## config.mk

```make
export PLATFORM = sky130hd
export DESIGN_NAME = tfc_ring_ctrl
export DESIGN_NICKNAME = d
export VERILOG_FILES = /design/src/rtl/core/tfc_pkg.sv /design/src/rtl/core/tfc_ring_ctrl.sv
export SDC_FILE = /design/constraint.sdc
export NUM_CORES = 1
export LEC_CHECK = 0
export ABC_AREA = 1
export BUFFER_PORTS_ARGS = -buffer_cell sky130_fd_sc_hd__buf_4
export CORE_ASPECT_RATIO = 0.7
export CORE_MARGIN = 4
export CORE_UTILIZATION = 50
export DETAILED_ROUTE_END_ITERATION = 8
export HOLD_SLACK_MARGIN = 0.05
export PLACE_DENSITY = 0.73
export SKIP_LAST_GASP = 1
export SYNTH_ARGS = -nofsm -noshare
export SYNTH_HDL_FRONTEND = slang
export SYNTH_SLANG_ARGS = --single-unit
```

## constraint.sdc

```tcl
create_clock -name clk -period 8.6 [get_ports clk]
set_input_delay 0.86 -clock clk [delete_from_list [all_inputs] [get_ports clk]]
set_output_delay 0.86 -clock clk [all_outputs]
set_load 0.01 [all_outputs]
```

## src/rtl/core/tfc_pkg.sv

```systemverilog
package tfc_pkg;

	typedef enum logic [1:0] {
		OP_PUSH = 2'd0,
		OP_DONE = 2'd1,
		OP_READ = 2'd2
	} op_t;

	localparam logic [7:0] CH_LF = 8'h0A;
	localparam logic [7:0] CH_CR = 8'h0D;

	// one step of the ring control: a single byte write attempt, a done or another command
	typedef struct packed {
		logic       step;
		op_t        op;
		logic [7:0] ch;
		logic       eos;
		logic       last;
	} ctrl_cmd_t;

	typedef struct packed {
		logic       stored;
		logic       start;
		logic [9:0] run_start;
		logic [9:0] run_length;
	} ctrl_res_t;

endpackage

```

## src/rtl/core/tfc_ring_ctrl.sv

```systemverilog
module tfc_ring_ctrl #(
	parameter int DEPTH = 1024,
	parameter int AW    = 10
) (
	input  logic               clk,
	input  logic               arst_n,
	input  tfc_pkg::ctrl_cmd_t cmd,
	output tfc_pkg::ctrl_res_t res,
	output logic               we,
	output logic [AW-1:0]      waddr,
	output logic [7:0]         wdata
);

	import tfc_pkg::*;

	localparam logic [AW:0] DEPTH_W = (AW+1)'(DEPTH);

	logic [AW-1:0] wp_q, rp_q, pend_q;
	logic          tbusy_q, drop_q;

	logic [AW:0]   fill;
	logic          room, push, fin_op, store, try_go, go;
	logic [AW-1:0] wp_n, rp_e, pend_n;
	logic          tb_e, drop_n;
	logic [AW:0]   cnt;
	logic [AW+9:0] rs_ext;
	logic [AW+10:0] cnt_ext;

	always_comb begin
		push   = cmd.step && (cmd.op == OP_PUSH);
		fin_op = cmd.step && (cmd.op == OP_DONE);

		if (wp_q >= rp_q) begin
			fill = {1'b0, wp_q} - {1'b0, rp_q};
		end else begin
			fill = {1'b0, wp_q} + DEPTH_W - {1'b0, rp_q};
		end
		room  = fill < (DEPTH_W - 1'b1);
		store = push && !drop_q && room;

		wp_n = wp_q;
		if (store) begin
			wp_n = (wp_q == AW'(DEPTH - 1)) ? '0 : wp_q + 1'b1;
		end

		drop_n = drop_q;
		if (push) begin
			if (cmd.eos && cmd.last) begin
				drop_n = 1'b0;
			end else if (!store) begin
				drop_n = 1'b1;
			end
		end

		// done retires the issued run before a new one is tried
		rp_e   = fin_op ? pend_q : rp_q;
		tb_e   = fin_op ? 1'b0 : tbusy_q;
		try_go = (push && cmd.last && cmd.eos) || fin_op;
		go     = try_go && !tb_e && (wp_n != rp_e);

		if (wp_n > rp_e) begin
			cnt    = {1'b0, wp_n} - {1'b0, rp_e};
			pend_n = wp_n;
		end else begin
			cnt    = DEPTH_W - {1'b0, rp_e};
			pend_n = '0;
		end

		rs_ext  = {10'b0, rp_e};
		cnt_ext = {10'b0, cnt};

		res.stored     = store;
		res.start      = go;
		res.run_start  = rs_ext[9:0];
		res.run_length = cnt_ext[9:0];
	end

	assign we    = store;
	assign waddr = wp_q;
	assign wdata = cmd.ch;

	always_ff @(posedge clk or negedge arst_n) begin
		if (!arst_n) begin
			wp_q    <= '0;
			rp_q    <= '0;
			pend_q  <= '0;
			tbusy_q <= 1'b0;
			drop_q  <= 1'b0;
		end else begin
			wp_q   <= wp_n;
			drop_q <= drop_n;
			if (fin_op) begin
				rp_q <= rp_e;
			end
			// a done clears busy unless a new run goes out at once
			if (fin_op || go) begin
				tbusy_q <= go;
			end
			if (go) begin
				pend_q <= pend_n;
			end
		end
	end

endmodule

```

=== Yosys cells after proc, flatten, opt, wreduce, memory -nomap -nowiden ===
Cells that the tools add are included.

* Add/subtract/negate cells: 6
* $lt $le $gt $ge: 3
* Equality and inequality tests: 4
* Mux-type cells: 9
* Reduce and logical (&&, ||, !) cells: 15

{| class="wikitable"
|+ Operator list
! cell !! number
|-
| 10-bit 2-to-1 mux || 5
|-
| 10-bit by 11-bit adder with 11-bit output (second input constant) || 1
|-
| 11-bit by 10-bit < comparator with 1-bit output (second input constant) || 1
|-
| 11-bit 2-to-1 mux || 1
|-
| 10-bit by 10-bit subtractor with 11-bit output || 1
|-
| 11-bit by 10-bit subtractor with 11-bit output || 1
|-
| 10-bit by 1-bit adder with 10-bit output (second input constant) || 1
|-
| 10-bit == test (second input constant) || 1
|-
| 10-bit >= comparator || 1
|-
| 10-bit greater-than comparator || 1
|-
| 10-bit != test || 1
|-
| 1-bit by 10-bit subtractor with 10-bit output (first input constant) || 1
|-
| 10-bit subtractor || 1
|-
| 1-bit logical AND || 9
|-
| 1-bit 2-to-1 mux || 3
|-
| 2-bit by 1-bit == test with 1-bit output (second input constant) || 1
|-
| 1-bit zero test || 2
|-
| 2-bit zero test || 1
|-
| 1-bit logical OR || 2
|-
| 2-bit by 1-bit != test with 1-bit output (second input constant) || 1
|-
| 2-bit AND reduction || 1
|}

* Register bits after elaboration: 32
* Bits of input ports: 15
* Output and inout bits: 41
* Word-level logic and storage cells: 42

=== Longest topological paths before layout ===
* Depth in word-level cells: 9
* Mapped depth: 29
* Gate-level depth less buffers: 28

=== Worst setup path before layout ===
Ideal clock, no wire load.

* Path kind: register to output
* From: reg wp_q[0], in the netlist waddr[0]
* To: out res[6] in the netlist's numbering
* Arrival: 3.807 ns
* Required time: 7.740 ns
* Setup slack: 3.933 ns
* Cell stages (with the launch flop): 27
* Path buffers: 1
* Cells stage by stage: dfrtp_1 inv_1 ha_1 inv_1 fa_1 nand2_1 nand2_1 nand3b_1 nand2_1 nand2_1 nand2_1 a21oi_1 nor2_2 nand2_1 buf_4 nand2_1 nand2_1 ha_1 inv_1 fa_1 a21oi_2 nor2_1 nor3_1 o21ai_1 nand2_1 inv_2 o31ai_1

{| class="wikitable"
|+ RTL lines
! element !! RTL line !! RTL
|-
| from (decl) || tfc_ring_ctrl.sv:18 || <nowiki>logic [AW-1:0] wp_q, rp_q, pend_q;</nowiki>
|-
| from (signal assigned) || tfc_ring_ctrl.sv:90 || <nowiki>wp_q <= wp_n;</nowiki>
|-
| to (decl) || tfc_ring_ctrl.sv:8 || <nowiki>output tfc_pkg::ctrl_res_t res,</nowiki>
|}

==> metrics.cfg <==
[timing]
slew_violations=0
tns_ns=0
post-route-min-period_ns=6.47
setup_viol=0
clock_skew_ns=0.0128
whs_ns=0.487
slew_headroom_pct=57.8
finalHoldViolations=0
finalWorstSetupSlack_ns=2.13
worstMarginPinSlew_ns=0.628
period_share_pct=75.2
clock.fmax_mhz=155
rsz0062_at_grt=false

[placement]
port_buffers=39
hpwlAfterDp_um=6340
dpl_worst_slack_ns=2.64
place_congestion=0.952

[synthesis]
synth_warnings=0
synth_area_leaders=dfrtp_1 26%, nand2_1 18%, ha_1 9.0%
synth_area_leader_cell=dfrtp_1
synth-seq-area-share_pct=26.1
synth-seq-cells=32
synth.distinct_cells=37
syn-cell-area_sq_mm=0.00307
syn_area_per_cell_sq_um=6.62
synth_nets=502
yosys.area.top_type_share_pct=26.1
synthCells=463

[finish]
final_nets=531
drive_gt1_share_pct=14.4
fillCellCount=583
diodes=0
synthToLayoutAreaGrowth_pct=12.0
multi_input_area_sq_mm=0.00184
regArea_sq_um=801

[clock_tree]
post_cts_buffers=0
cts_resized=0
root_buffer=clkbuf_8
clock_sinks=32
postCtsHoldBufs=0
cts_buffer_depth=2
clkTransAtPathRegs_ns=0.08
clk_latency_ns=0.29
cts_buffers=5
htreeDepth=2
cts_tree=done

[route]
drtAntennaViolNets=0
wirelength_um=7880
routed_via_density=5.23
wl_per_cell_um=13.9
drc=0
initialDrtViolationCount=209
first_pass_iters=5
vias=2969

[worst_setup_path]
r2r_slack_ns=3.50
cp-end-kind=primary output
cp.required_ns=7.74
critPathArrivalTime_ns=5.61
rr_worst_depth=27
r2r_end=pend_q[1]
cp_num_cells=26
cp_slowest_stage_delay_ns=0.50
slowest_stage=nand2_1
cp-start-kind=register
cpLargestDelayFamily=simple AND/OR/NAND/NOR gates
r2r_start=waddr[0]
crit_top_cell=nand2_1
cp_max_fo=12
crit_type=register to primary output
cp_num_buf_inv=5

[global_route]
busiest_layer=met1
grt_pass1_vias=2659
antenna_found_initial=0
grt_use_total_pct=22.1
use_met2_pct=32.1
met1_usage_pct=34.6
grt_use_met3_pct=4.08
grt_pass1_wl_um=13000
grt_overflow=0
grt_max_degree=33

[hold_path]
hold_path.class=input pin to asynchronous set/reset pin

[floorplan]
core_sq_mm=0.00584
placementRows=23
start_util_pct=52.5
dieHeight_um=73.5
pin_count=56
die_area_sq_mm=0.00747
die_w_um=102

[pwr]
combPwrFrac_pct=74.9
total_leakage_power_nw=1.92
power_switching_share_pct=52.4
clkPwrFrac_pct=8.9
finalPower_mw=1.65
switchingPower_mw=0.866
power_frac_seq_pct=16.2
internal-power_mw=0.786
powerDensity_mw_per_mm2=481
ir_drop_v=0.000192

[status]
status=completed

[run]
maxCapViolations=0

[cell usage after synthesis (all sizes together)]
| master | n |
|---|---|
| or2 | 1 |
| o21bai | 2 |
| dfrtp | 32 |
| o21a | 3 |
| inv | 78 |
| xor2 | 9 |
| fa | 2 |
| nand2 | 145 |
| buf | 16 |
| nor3 | 6 |
| nand3b | 3 |
| a21o | 1 |
| a31oi | 3 |
| xnor2 | 2 |
| o31ai | 2 |
| and2 | 9 |
| o21ai | 28 |
| nand4 | 7 |
| ha | 22 |
| nand3 | 47 |
| clkbuf | 1 |
| nor2 | 31 |
| a21oi | 13 |
[power by group through the flow]
stage	sequential (mW)	combinational (mW)	clock, mW
final	0.268	1.24	0.146
after global routing	0.276	1.39	0.154
after CTS	0.268	1.23	0.146
after detailed placement	0.270	1.22	0
after global placement	0.269	1.21	0
after floorplan	0.265	0.848	0
[layout make-up]
type                       count  share of cell area [%]
timing repair buffer          39                    8.52
clock inverter                 2                    1.02
multi-input combinational    336                    53.7
inverter                      78                    8.60
clock buffer                   6                    2.11
sequential                    32                    23.3
tap                           75                    2.73
[metrics by stage]
| step | area, sq um | std cells | util [%] |
|---|---|---|---|
| 5_1_grt | 3430 | 568 | 58.8 |
| 6_report | 3430 | 568 | 58.8 |
| 3_3_place_gp | 3330 | 560 | 57.0 |
| 3_5_place_dp | 3330 | 560 | 57.0 |
| 2_1_floorplan | 3070 | 463 | - |
| 4_1_cts | 3430 | 568 | 58.8 |
[worst max path at each step]
stage | slack, ns | from | endpoint
final | 2.13 | waddr[0] | res[6]
after detailed placement | 2.64 | waddr[0] | res[6]
after floorplan | 3.93 | waddr[0] | res[6]
after global routing | 1.60 | waddr[0] | res[6]
after CTS | 2.27 | waddr[0] | res[6]
after global placement | 2.97 | waddr[0] | res[6]
[registers in the layout, indices dropped and copies added (netlist names)]
signal   count
tbusy_q      1
rp_q        10
pend_q      10
waddr       10
drop_q       1
[worst register-to-register path, delay by kind of cell, from the launching register on]
family	cells	cell delay, ns
simple gates	19	3.08
flops	1	0.43
fa+ha+maj	3	0.94
buf+inv	5	0.53
[placed cells by master (no fill, tap or decap), types with 12 or more instances in the layout]
cell	n
inv_1	71
o21ai_0	19
nand3_1	45
buf_4	39
nor2_1	25
a21oi_1	12
dfrtp_1	32
nand2_1	144
ha_1	22
[logic make-up (layout without fill, tap and decap cells)]
logic type	Yosys count	after routing	synth area share, %
flops	32	32	26.1
xor+xnor	11	11	3.14
fa+ha+maj	24	24	10.3
simple gates	249	249	36.1
compound gates	52	52	10.6
buf+inv	95	125	13.7
[per-layer routing]
metal	share of wire [%]	routed length [um]	up-vias
met1	53	4200	1342
met5	0	0	-
met2	40	3130	97
li1	-	-	1521
met3	6.4	501	9
met4	0.62	49	0
Note: power is estimated with default switching activity, not from simulation.
